$ cat config.mk
export PLATFORM = sky130hd
export DESIGN_NAME = infix_integer_expression_evaluator_core
export DESIGN_NICKNAME = d
export VERILOG_FILES = /design/src/sv/iiee_pkg.sv /design/src/sv/infix_integer_expression_evaluator_core.sv
export SDC_FILE = /design/constraint.sdc
export NUM_CORES = 2
export LEC_CHECK = 0
export BUFFER_PORTS_ARGS = -buffer_cell sky130_fd_sc_hd__buf_2
export CAP_MARGIN = 20
export CORE_ASPECT_RATIO = 1.25
export CORE_UTILIZATION = 30
export DETAILED_ROUTE_END_ITERATION = 6
export PLACE_DENSITY = 0.41
export REMOVE_ABC_BUFFERS = 1
export SYNTH_ARGS = -nofsm -noshare
export SYNTH_HDL_FRONTEND = slang
export SYNTH_SLANG_ARGS = --single-unit
$ cat constraint.sdc
create_clock -name aclk -period 7.6 [get_ports aclk]
set_input_delay 1.52 -clock aclk [delete_from_list [all_inputs] [get_ports aclk]]
set_output_delay 1.52 -clock aclk [all_outputs]
set_load 0.03 [all_outputs]
$ cat src/sv/iiee_pkg.sv
package iiee_pkg;

    localparam int VALUE_W     = 32;
    localparam int MAX_NESTING = 16;
    localparam int NEST_W      = 5;
    localparam int STK_AW      = 4;
    localparam int CNT_W       = 6;

    localparam logic [7:0] CH_0     = 8'h30;
    localparam logic [7:0] CH_9     = 8'h39;
    localparam logic [7:0] CH_PLUS  = 8'h2B;
    localparam logic [7:0] CH_MINUS = 8'h2D;
    localparam logic [7:0] CH_MUL   = 8'h2A;
    localparam logic [7:0] CH_DIV   = 8'h2F;
    localparam logic [7:0] CH_OPEN  = 8'h28;
    localparam logic [7:0] CH_CLOSE = 8'h29;

    typedef enum logic [1:0] {
        MD_NONE = 2'd0,
        MD_MUL  = 2'd1,
        MD_DIV  = 2'd2
    } muldiv_t;

    typedef enum logic [1:0] {
        ST_OK     = 2'd0,
        ST_DIV0   = 2'd1,
        ST_NEST   = 2'd2
    } status_t;

    typedef enum logic [3:0] {
        S_IDLE,
        S_FIN,
        S_MUL,
        S_DIV,
        S_DIVFIX,
        S_POST,
        S_POP,
        S_OUT
    } state_t;

    typedef enum logic [1:0] {
        K_ADD,
        K_MULDIV,
        K_CLOSE,
        K_LAST
    } kind_t;

endpackage

$ cat src/sv/infix_integer_expression_evaluator_core.sv
// infix integer expression evaluator
// s_axis: one ascii character per request, tdata = ch, tlast marks the end
// of the expression. m_axis: one result per expression on the last request,
// tdata = {status[1:0], value[31:0]} from the lowest bit up, value first.
// digits, '(' and ignored characters are taken in the idle state alone;
// so is ')' at a bad level. '+', '-', '*' and '/' pass through finish and
// post, and ')' through finish, post and pop, with no pending * or /.
// a last character adds finish, sum and output steps to its own work.
// a pending '*' adds a shift-add multiplier, one bit per cycle.
// a pending '/' adds a restoring divider, one bit per cycle, plus
// a sign fix step. the longest item is a last ')' that closes a division
// and then finishes an outer division.
// s_tready is low while an item is being worked on and while a result
// waits in the output register for m_tready; a stalled receiver thus holds
// the whole block. the nesting stack is a 16 entry memory of saved sums,
// terms and ops; it needs no clearing since an entry is read only after
// it has been pushed. after aresetn the evaluation state is zero (not the
// datapath registers) and s_tready is high once the output register is
// empty. after each result the evaluation state returns to reset values.
module infix_integer_expression_evaluator_core (
    input  logic        aclk,
    input  logic        aresetn,
    input  logic [7:0]  s_tdata,   // ch[7:0]
    input  logic        s_tlast,
    input  logic        s_tvalid,
    output logic        s_tready,
    output logic [39:0] m_tdata,   // value[31:0], status[33:32], zero fill
    output logic        m_tvalid,
    input  logic        m_tready
);
    import iiee_pkg::*;

    state_t               state_reg, state_next;
    logic [VALUE_W-1:0]   sum_reg, sum_next;
    logic [VALUE_W-1:0]   term_reg, term_next;
    logic                 neg_reg, neg_next;
    muldiv_t              md_reg, md_next;
    logic [VALUE_W-1:0]   acc_reg, acc_next;
    status_t              err_reg, err_next;
    logic [NEST_W-1:0]    lvl_reg, lvl_next;
    kind_t                kind_reg, kind_next;
    logic                 minus_reg, minus_next;
    logic                 mul_sel_reg, mul_sel_next;
    logic                 last_reg, last_next;
    logic [VALUE_W-1:0]   a_reg, a_next;
    logic [VALUE_W-1:0]   b_reg, b_next;
    logic [VALUE_W-1:0]   p_reg, p_next;
    logic [VALUE_W-1:0]   rem_reg, rem_next;
    logic                 qneg_reg, qneg_next;
    logic [CNT_W-1:0]     cnt_reg, cnt_next;
    logic [VALUE_W-1:0]   x_reg, x_next;
    logic                 mv_reg, mv_next;
    logic [VALUE_W+1:0]   mdata_reg, mdata_next;

    logic [VALUE_W-1:0]   stk_sum [MAX_NESTING];
    logic [VALUE_W-1:0]   stk_term [MAX_NESTING];
    logic [2:0]           stk_op [MAX_NESTING];
    logic [VALUE_W-1:0]   rd_sum_reg, rd_term_reg;
    logic [2:0]           rd_op_reg;
    logic                 push;
    logic [STK_AW-1:0]    push_addr, pop_addr;

    logic                 acc_in;
    logic [7:0]           ch;
    logic [VALUE_W:0]     trial;
    logic [VALUE_W-1:0]   tval, lvl_val;

    assign ch       = s_tdata;
    assign acc_in   = s_tvalid && s_tready;
    assign s_tready = (state_reg == S_IDLE) && !mv_reg;
    assign m_tvalid = mv_reg;
    assign m_tdata  = {6'd0, mdata_reg};
    assign push_addr = lvl_reg[STK_AW-1:0];
    assign pop_addr  = lvl_reg[STK_AW-1:0] - 1'b1;
    assign trial    = {rem_reg, a_reg[VALUE_W-1]} - {1'b0, b_reg};
    assign tval     = neg_reg ? (~x_reg + 1'b1) : x_reg;
    assign lvl_val  = sum_reg + tval;

    always_ff @(posedge aclk) begin
        if (push) begin
            stk_sum[push_addr]  <= sum_reg;
            stk_term[push_addr] <= term_reg;
            stk_op[push_addr]   <= {neg_reg, md_reg};
        end
        rd_sum_reg  <= stk_sum[pop_addr];
        rd_term_reg <= stk_term[pop_addr];
        rd_op_reg   <= stk_op[pop_addr];
    end

    always_ff @(posedge aclk) begin
        if (!aresetn) begin
            state_reg <= S_IDLE;
            sum_reg   <= '0;
            term_reg  <= '0;
            neg_reg   <= 1'b0;
            md_reg    <= MD_NONE;
            acc_reg   <= '0;
            err_reg   <= ST_OK;
            lvl_reg   <= '0;
            mv_reg    <= 1'b0;
        end else begin
            state_reg <= state_next;
            sum_reg   <= sum_next;
            term_reg  <= term_next;
            neg_reg   <= neg_next;
            md_reg    <= md_next;
            acc_reg   <= acc_next;
            err_reg   <= err_next;
            lvl_reg   <= lvl_next;
            mv_reg    <= mv_next;
        end
        kind_reg    <= kind_next;
        minus_reg   <= minus_next;
        mul_sel_reg <= mul_sel_next;
        last_reg    <= last_next;
        a_reg       <= a_next;
        b_reg       <= b_next;
        p_reg       <= p_next;
        rem_reg     <= rem_next;
        qneg_reg    <= qneg_next;
        cnt_reg     <= cnt_next;
        x_reg       <= x_next;
        mdata_reg   <= mdata_next;
    end

    always_comb begin
        state_next   = state_reg;
        sum_next     = sum_reg;
        term_next    = term_reg;
        neg_next     = neg_reg;
        md_next      = md_reg;
        acc_next     = acc_reg;
        err_next     = err_reg;
        lvl_next     = lvl_reg;
        kind_next    = kind_reg;
        minus_next   = minus_reg;
        mul_sel_next = mul_sel_reg;
        last_next    = last_reg;
        a_next       = a_reg;
        b_next       = b_reg;
        p_next       = p_reg;
        rem_next     = rem_reg;
        qneg_next    = qneg_reg;
        cnt_next     = cnt_reg;
        x_next       = x_reg;
        mv_next      = mv_reg;
        mdata_next   = mdata_reg;
        push         = 1'b0;
        if (mv_reg && m_tready) begin
            mv_next = 1'b0;
        end
        case (state_reg)
            S_IDLE: begin
                if (acc_in) begin
                    minus_next   = (ch == CH_MINUS);
                    mul_sel_next = (ch == CH_MUL);
                    last_next    = s_tlast;
                    kind_next    = K_LAST;
                    if (ch >= CH_0 && ch <= CH_9) begin
                        acc_next = (acc_reg << 3) + (acc_reg << 1)
                                 + {{(VALUE_W-4){1'b0}}, 4'(ch - CH_0)};
                    end else if (ch == CH_PLUS || ch == CH_MINUS) begin
                        kind_next = K_ADD;
                    end else if (ch == CH_MUL || ch == CH_DIV) begin
                        kind_next = K_MULDIV;
                    end else if (ch == CH_OPEN) begin
                        if (lvl_reg >= NEST_W'(MAX_NESTING)) begin
                            if (err_reg == ST_OK) err_next = ST_NEST;
                        end else begin
                            push      = 1'b1;
                            lvl_next  = lvl_reg + 1'b1;
                            sum_next  = '0;
                            term_next = '0;
                            neg_next  = 1'b0;
                            md_next   = MD_NONE;
                            acc_next  = '0;
                        end
                    end else if (ch == CH_CLOSE) begin
                        if (lvl_reg == '0 || lvl_reg > NEST_W'(MAX_NESTING)) begin
                            if (err_reg == ST_OK) err_next = ST_NEST;
                        end else begin
                            kind_next = K_CLOSE;
                        end
                    end
                    if (kind_next != K_LAST || s_tlast) begin
                        state_next = S_FIN;
                    end
                end
            end
            S_FIN: begin
                a_next   = term_reg;
                b_next   = acc_reg;
                p_next   = '0;
                cnt_next = '0;
                x_next   = acc_reg;
                acc_next = '0;
                if (md_reg == MD_MUL) begin
                    state_next = S_MUL;
                end else if (md_reg == MD_DIV) begin
                    qneg_next = term_reg[VALUE_W-1] ^ acc_reg[VALUE_W-1];
                    a_next = term_reg[VALUE_W-1] ? ~term_reg + 1'b1 : term_reg;
                    b_next = acc_reg[VALUE_W-1] ? ~acc_reg + 1'b1 : acc_reg;
                    rem_next = '0;
                    if (acc_reg == '0) begin
                        if (err_reg == ST_OK) err_next = ST_DIV0;
                        x_next     = '0;
                        state_next = S_POST;
                    end else begin
                        state_next = S_DIV;
                    end
                end else begin
                    state_next = S_POST;
                end
                md_next = MD_NONE;
            end
            S_MUL: begin
                if (b_reg[0]) p_next = p_reg + a_reg;
                a_next   = a_reg << 1;
                b_next   = b_reg >> 1;
                cnt_next = cnt_reg + 1'b1;
                if (cnt_reg == CNT_W'(VALUE_W-1)) begin
                    x_next     = b_reg[0] ? p_reg + a_reg : p_reg;
                    state_next = S_POST;
                end
            end
            S_DIV: begin
                if (!trial[VALUE_W]) begin
                    rem_next = trial[VALUE_W-1:0];
                end else begin
                    rem_next = {rem_reg[VALUE_W-2:0], a_reg[VALUE_W-1]};
                end
                a_next   = {a_reg[VALUE_W-2:0], !trial[VALUE_W]};
                cnt_next = cnt_reg + 1'b1;
                if (cnt_reg == CNT_W'(VALUE_W-1)) state_next = S_DIVFIX;
            end
            S_DIVFIX: begin
                x_next     = qneg_reg ? ~a_reg + 1'b1 : a_reg;
                state_next = S_POST;
            end
            S_POST: begin
                case (kind_reg)
                    K_ADD: begin
                        sum_next = lvl_val;
                        neg_next = minus_reg;
                        if (last_reg) begin
                            kind_next  = K_LAST;
                            state_next = S_FIN;
                        end else begin
                            state_next = S_IDLE;
                        end
                    end
                    K_MULDIV: begin
                        term_next = x_reg;
                        md_next   = mul_sel_reg ? MD_MUL : MD_DIV;
                        if (last_reg) begin
                            kind_next  = K_LAST;
                            state_next = S_FIN;
                        end else begin
                            state_next = S_IDLE;
                        end
                    end
                    K_CLOSE: begin
                        acc_next   = lvl_val;
                        lvl_next   = lvl_reg - 1'b1;
                        state_next = S_POP;
                    end
                    default: begin
                        state_next = S_OUT;
                    end
                endcase
            end
            S_POP: begin
                sum_next  = rd_sum_reg;
                term_next = rd_term_reg;
                md_next   = muldiv_t'(rd_op_reg[1:0]);
                neg_next  = rd_op_reg[2];
                if (last_reg) begin
                    kind_next  = K_LAST;
                    state_next = S_FIN;
                end else begin
                    state_next = S_IDLE;
                end
            end
            S_OUT: begin
                if (!mv_reg) begin
                    mv_next = 1'b1;
                    if (err_reg != ST_OK || lvl_reg != '0) begin
                        mdata_next = {(err_reg != ST_OK ? err_reg : ST_NEST),
                                      {VALUE_W{1'b0}}};
                    end else begin
                        mdata_next = {ST_OK, lvl_val};
                    end
                    sum_next   = '0;
                    term_next  = '0;
                    neg_next   = 1'b0;
                    md_next    = MD_NONE;
                    acc_next   = '0;
                    err_next   = ST_OK;
                    lvl_next   = '0;
                    state_next = S_IDLE;
                end
            end
            default: state_next = S_IDLE;
        endcase
    end

`ifndef SYNTHESIS
    a_nest_range: assert property (@(posedge aclk) disable iff (!aresetn)
        lvl_reg <= NEST_W'(MAX_NESTING))
        else $error("nesting level beyond stack depth");
    a_busy_not_ready: assert property (@(posedge aclk) disable iff (!aresetn)
        (state_reg != S_IDLE) |-> !s_tready)
        else $error("ready while busy");
    a_err_zero_value: assert property (@(posedge aclk) disable iff (!aresetn)
        (m_tvalid && m_tdata[33:32] != ST_OK) |-> (m_tdata[31:0] == '0))
        else $error("error result with nonzero value");
    a_result_holds: assert property (@(posedge aclk) disable iff (!aresetn)
        (m_tvalid && !m_tready) |=> (m_tvalid && $stable(m_tdata)))
        else $error("result changed under stall");
`endif

endmodule
=== After elaboration in Yosys (flattened, before gate mapping) ===
Memories as Yosys holds them, arrays and structs flattened. A register that Yosys moved wholly into a read port is not among the register bits.
Cells that the tools add are included.

* Memories kept: 3
* Output and inout port bits: 42
* Bits in writable memories: 1072
* Register bits after elaboration: 317

{| class="wikitable"
|+ Memories
! name !! words !! width !! rd ports !! clocked after memory_dff !! wr ports !! line !! source
|-
| stk_sum || 16 || 32 || 1 || 1 || 1 || infix_integer_expression_evaluator_core.sv:55 || <nowiki>logic [VALUE_W-1:0] stk_sum [MAX_NESTING];</nowiki>
|-
| stk_term || 16 || 32 || 1 || 1 || 1 || infix_integer_expression_evaluator_core.sv:56 || <nowiki>logic [VALUE_W-1:0] stk_term [MAX_NESTING];</nowiki>
|-
| stk_op || 16 || 3 || 1 || 1 || 1 || infix_integer_expression_evaluator_core.sv:57 || <nowiki>logic [2:0] stk_op [MAX_NESTING];</nowiki>
|}

* Order comparisons: 4
* Bitwise gates (word level): 7
* Mux-type cells: 115
* $add $sub $neg: 14
* Reduce and logical (&&, ||, !) cells: 45
* Equality and inequality tests: 44

{| class="wikitable"
|+ Operators by type and width
! operator !! number
|-
| 32-bit two-way mux || 28
|-
| 32-bit one-hot mux with 4 select lines || 3
|-
| 32-bit one-hot mux with 2 select lines || 3
|-
| 32-bit one-hot mux with 3 select lines || 2
|-
| 32-bit by 1-bit adder with 32-bit output (second input constant) || 4
|-
| 32-bit inverter || 4
|-
| 32-bit adder || 3
|-
| 2-bit two-way mux || 31
|-
| 8-bit by 6-bit equality test with 1-bit output (second input constant) || 6
|-
| 5-bit two-way mux || 8
|-
| 9-bit AND reduction || 4
|-
| 33-bit by 32-bit subtractor with 33-bit output || 1
|-
| 32-bit by 4-bit adder with 32-bit output || 1
|-
| 32-bit zero test || 1
|-
| 4-bit one-hot mux with 8 select lines || 1
|-
| 2-bit != test (second input constant) || 15
|-
| 4-bit two-way mux || 7
|-
| 1-bit two-way mux || 24
|-
| 4-bit by 3-bit equality test with 1-bit output (second input constant) || 4
|-
| 5-bit one-hot mux with 3 select lines || 1
|-
| 3-bit nonzero test || 5
|-
| 13-bit AND reduction || 1
|-
| 2-bit one-hot mux with 3 select lines || 2
|-
| 6-bit one-hot mux with 2 select lines || 1
|-
| other kinds (37) || 69
|}

=== Depth between registers and ports, before layout ===
* Depth in word-level cells: 15
* Mapped depth: 20

=== Least setup slack after synthesis ===
Ideal clock, no wire load.

* Path type: input to register
* From: in s_tdata[7]
* To: mem stk_op[2][0], enable pin
* Arrival time: 7.267 ns
* Cell stages on the path: 7
* Buffers on the path: 0
* Setup slack: -0.241 ns
* Cells stage by stage: nor3b_1 > nand3b_1 > nor4_1 > nor2b_1 > and3_1 > nand2_1 > nor3_1

* Cells in the longest elaborated chain, start to end: 9
* Elaborated cells between the ends (all ways): 18
* Those cells by class: order compare (2); eq/ne (5); mux (8); reduce/logical (3)

{| class="wikitable"
|+ Ends and longest elaborated chain
! item !! line !! source
|-
| start: declaration || infix_integer_expression_evaluator_core.sv:23 || <nowiki>input logic [7:0] s_tdata,</nowiki>
|-
| 8-bit by 6-bit equality test with 1-bit output (on tied branches) || infix_integer_expression_evaluator_core.sv:166, infix_integer_expression_evaluator_core.sv:164 ||
|-
| 1-bit two-way mux / 1-bit logical OR (equally long branches) || infix_integer_expression_evaluator_core.sv:166, infix_integer_expression_evaluator_core.sv:164 ||
|-
| 1-bit two-way mux || infix_integer_expression_evaluator_core.sv:164 || <nowiki>end else if (ch == CH_MUL || ch == CH_DIV) begin</nowiki>
|-
| 1-bit two-way mux || infix_integer_expression_evaluator_core.sv:162 || <nowiki>end else if (ch == CH_PLUS || ch == CH_MINUS) begin</nowiki>
|-
| 1-bit two-way mux (*) || infix_integer_expression_evaluator_core.sv:159 || <nowiki>if (ch >= CH_0 && ch <= CH_9) begin</nowiki>
|-
| 1-bit two-way mux (*) || infix_integer_expression_evaluator_core.sv:154 || <nowiki>if (acc_in) begin</nowiki>
|-
| 1-bit two-way mux (*) || infix_integer_expression_evaluator_core.sv:152 || <nowiki>case (state_reg)</nowiki>
|-
| 1-bit two-way mux (*) || infix_integer_expression_evaluator_core.sv:80 || <nowiki>if (push) begin</nowiki>
|-
| 1-bit two-way mux (not written as such) (*) || infix_integer_expression_evaluator_core.sv:83 || <nowiki>stk_op[push_addr] <= {neg_reg, md_reg};</nowiki>
|-
| end: declaration || infix_integer_expression_evaluator_core.sv:57 ||
|}

Every way passes the cells marked *; elsewhere a longest branch is shown, timed or not.

=== Worst setup path after layout ===
* From: reg x_reg[4]
* To: reg acc_reg[26]

* Cells in the longest elaborated chain, start to end: 6

{| class="wikitable"
|+ Ends and longest elaborated chain
! item !! line !! source
|-
| start: declaration || infix_integer_expression_evaluator_core.sv:51 || <nowiki>logic [VALUE_W-1:0] x_reg, x_next;</nowiki>
|-
| start signal: assignment || infix_integer_expression_evaluator_core.sv:122 || <nowiki>x_reg <= x_next;</nowiki>
|-
| 32-bit inverter || infix_integer_expression_evaluator_core.sv:76 || <nowiki>assign tval = neg_reg ? (~x_reg + 1'b1) : x_reg;</nowiki>
|-
| 32-bit by 1-bit adder with 32-bit output || infix_integer_expression_evaluator_core.sv:76 ||
|-
| 32-bit two-way mux (*) || infix_integer_expression_evaluator_core.sv:76 ||
|-
| 32-bit adder (*) || infix_integer_expression_evaluator_core.sv:77 || <nowiki>assign lvl_val = sum_reg + tval;</nowiki>
|-
| 32-bit two-way mux (*) || infix_integer_expression_evaluator_core.sv:241 || <nowiki>case (kind_reg)</nowiki>
|-
| 32-bit one-hot mux with 4 select lines (*) || infix_integer_expression_evaluator_core.sv:152 ||
|-
| end signal: assignment || infix_integer_expression_evaluator_core.sv:107 || <nowiki>acc_reg <= acc_next;</nowiki>
|-
| end: declaration || infix_integer_expression_evaluator_core.sv:38 || <nowiki>logic [VALUE_W-1:0] acc_reg, acc_next;</nowiki>
|}

Every way passes the cells marked *; elsewhere a longest branch is shown, timed or not. The select of a mux whose other input is x is not followed.
A chain may end at the register's enable or synchronous reset.

==> impl_metrics.env <==
export IMPL_outcome="completed"
export IMPL_start_util=0.301
export IMPL_top_regs="stk_sum: 512 flops, stk_term: 512 flops, stk_op: 48 flops"
export IMPL_internal_power_mw=19.7
export IMPL_yosysWarnings=0
export IMPL_post_cts_buffers=0
export IMPL_ios=55
export IMPL_synth_top_family_by_area="multiplexers"
export IMPL_cp_arrival_ps=6060
export IMPL_row_count=190
export IMPL_vias=37400
export IMPL_synth_top_area_frac=0.595
export IMPL_cts_buffer_depth=4
export IMPL_final_hold_viol_count=0
export IMPL_p_total_mw=31.4
export IMPL_max_freq_mhz=187
export IMPL_synth_compound_area_share=0.0874
export IMPL_synth_adder_area_share=0.0344
export IMPL_async_flop_share=0
export IMPL_path_max_fanout=7
export IMPL_track_usage=0.183
export IMPL_cts_buffers=164
export IMPL_wirelength_mm=201
export IMPL_die_y_um=521
export IMPL_yosys_area_share_xor_xnor=0.0319
export IMPL_tightestPinTransition_ps=1110
export IMPL_path_class="register to register"
export IMPL_core_sq_um=214000
export IMPL_grt_pass1_vias=38400
export IMPL_power_per_cell_area_nw_per_um2=425
export IMPL_syn_area_sq_um=64500
export IMPL_synthTopCellsByCount="edfxtp_1 (1,278), mux4_2 (335), nand2_1 (280)"
export IMPL_finalWeightedCongestion=0.837
export IMPL_peakVddDrop_uv=331
export IMPL_cts_tree="done"
export IMPL_drv_slew=0
export IMPL_crit_chain="or4_4 -> or4_4 -> or3_1 -> or2_1 -> or4_1 -> o31ai_1 -> xnor2_1 -> ha_1 -> nand2_1 -> nor2_1 -> nand3_1 -> a2bb2oi_1 -> o21ai_0 -> nor2_1 -> o41ai_1 -> xor2_1 -> a22oi_1 -> a21oi_1"
export IMPL_grt_pass1_wl_mm=287
export IMPL_synth_most_common_cell="edfxtp_1"
export IMPL_h_tree_depth=4
export IMPL_drive_gt1_frac=0.171
export IMPL_area_delta_synth_final_pct=14.5
export IMPL_syn_avg_cell_area_sq_um=15.5
export IMPL_ys_top_cells_by_area="edfxtp_1 (59%), mux4_2 (12%), dfxtp_1 (5.5%), ha_1 (3.3%), xnor2_1 (2.2%)"
export IMPL_synthMuxAreaShare=0.124
export IMPL_rsz0062_at_grt="false"
export IMPL_cts_hold_buf=0
export IMPL_crit_family="simple AND/OR/NAND/NOR gates"
export IMPL_setup_viol=0
export IMPL_grt_overflow_total=0
export IMPL_period_share=0.704
export IMPL_drc=0
export IMPL_leakagePower_nw=24.9
export IMPL_layout_min_cycle_time_ps=5350
export IMPL_portBuffers=48
export IMPL_nFillCells=20600
export IMPL_seq_area_frac_synth=0.649
export IMPL_routedWlPerCell_um=27.6
export IMPL_p_sw_frac=0.375
export IMPL_first_pass_iters=6
export IMPL_hpwl_mm=123
export IMPL_num_nets_final=4445
export IMPL_synth_area_leader_cell="edfxtp_1"
export IMPL_crit_path_max_incr_delay_ps=580
export IMPL_hold_class="register to register"
export IMPL_finalSetupTns_ps=0
export IMPL_slowest_stage="or4_4"
export IMPL_path_buf_inv=0
export IMPL_ys_ff_latch=1455
export IMPL_insertion_delay_ps=830
export IMPL_grt_antenna_before_repair=15
export IMPL_holdWs_ps=465
export IMPL_maxCapViolCount=0
export IMPL_skew_ps=51.7
export IMPL_end_kind="register"
export IMPL_die_area_sq_um=217000
export IMPL_seqPwrFrac=0.376
export IMPL_netSwitchingPower_mw=11.8
export IMPL_max_slew_margin_rel=0.254
export IMPL_root_buffer="clkbuf_16"
export IMPL_grt_max_degree=103
export IMPL_place_inst=6971
export IMPL_cts_sinks=1455
export IMPL_synth_simple_gate_area_frac=0.0551
export IMPL_clk_pin_slew_worst_paths_ps=60
export IMPL_postCtsResizedCells=0
export IMPL_synth_cells=4165
export IMPL_die_w_um=417
export IMPL_power_share_clock=0.248
export IMPL_worst_ep_required_time_ps=8310
export IMPL_drt_initial_drc_count=3172
export IMPL_startpoint_type="register"
export IMPL_drtAntennaViolNets=0
export IMPL_synth_edf_count=1278
export IMPL_combPwrFrac=0.375
export IMPL_synth_ff_type="edfxtp_1"
export IMPL_viasPerCell=5.14
export IMPL_final_cells=7267
export IMPL_ys_types=79
-- cells in the final DEF, fill, tap and decap left out, drive strengths merged, types with 15 or more instances in the layout --
cell    instances
nand3          37
o211ai         17
nor2          206
or3            22
ha            168
o41ai          15
nor4           20
buf           128
edfxtp       1278
dfxtp         177
nor3           44
o31ai          41
o211a          53
and2           27
a22oi          50
mux4          335
a21o           64
a221o          22
nand2b         25
a21oi         207
o21bai         27
xor2           73
a211oi         16
mux2i          44
nor2b          22
a31oi          42
nand2         280
xnor2         162
o21a           15
clkbuf        228
or4            18
o21ai         227
clkinv         44
inv            96
and3           17
-- tightest hold or removal path, stage by stage, from the launching register on --
cell and delay [ps]:
dfxtp_1 300, nand2_1 50, a31oi_1 70
-- logic make-up (layout without fill, tap and decap cells) --
group | Yosys count | count (layout)
buffers and inverters | 298 | 513
muxes | 380 | 380
other | 1 | 8
and+or+nand+nor | 762 | 762
AOI/OAI and AO/OA | 860 | 860
adders and majority gates | 174 | 174
xor gates and xnor gates | 235 | 235
DFF | 1455 | 1455
-- power groups by stage --
stage	combinational (mW)	clock [mW]	sequential (mW)
finish	11.8	7.80	11.8
detailed placement	11.9	0	12.0
floorplan	7.97	0	11.3
CTS	12.0	8.04	11.9
global placement	12.0	0	12.0
global route	12.8	8.30	11.9
-- stage by stage --
step	util	area, sq um	worst slack (ps)
finish	0.345	73900	2250
global route	0.345	73900	1920
CTS	0.345	73900	2280
detailed placement	0.321	68700	2370
global placement	0.321	68700	2440
floorplan	-	63800	-11150
-- path summary, 6_finish.rpt --
check	slack, ps	from	endpoint	cells after the start
max	2250	x_reg[4]$_DFFE_PP_	acc_reg[26]$_SDFFE_PN0P_	18
min	470	rd_sum_reg[7]$_DFF_P_	sum_reg[7]$_SDFFE_PN0P_	2
max reg2reg	2250	x_reg[4]$_DFFE_PP_	acc_reg[26]$_SDFFE_PN0P_	18
min reg2reg	470	rd_sum_reg[7]$_DFF_P_	sum_reg[7]$_SDFFE_PN0P_	2
-- final cells by class --
| cell class | count | area, sq um | area share |
|---|---|---|---|
| clock buffers | 228 | 4540 | 0.0615 |
| multi-input cells | 2417 | 21800 | 0.295 |
| diodes | 2 | 5.00 | 0.0000677 |
| clock inverters | 65 | 609 | 0.00825 |
| repair buffers | 128 | 1100 | 0.0149 |
| inverters | 92 | 345 | 0.00467 |
| well taps | 2880 | 3600 | 0.0488 |
| flip-flops and latches | 1455 | 41900 | 0.567 |
-- layer usage --
layer	share of wire	track usage	vias up
li1	-	-	16700
met1	0.44	0.242	19800
met2	0.50	0.318	687
met3	0.034	0.0209	247
met4	0.025	0.0480	0
met5	0	0	-
Note: power is estimated with default switching activity, not from simulation.
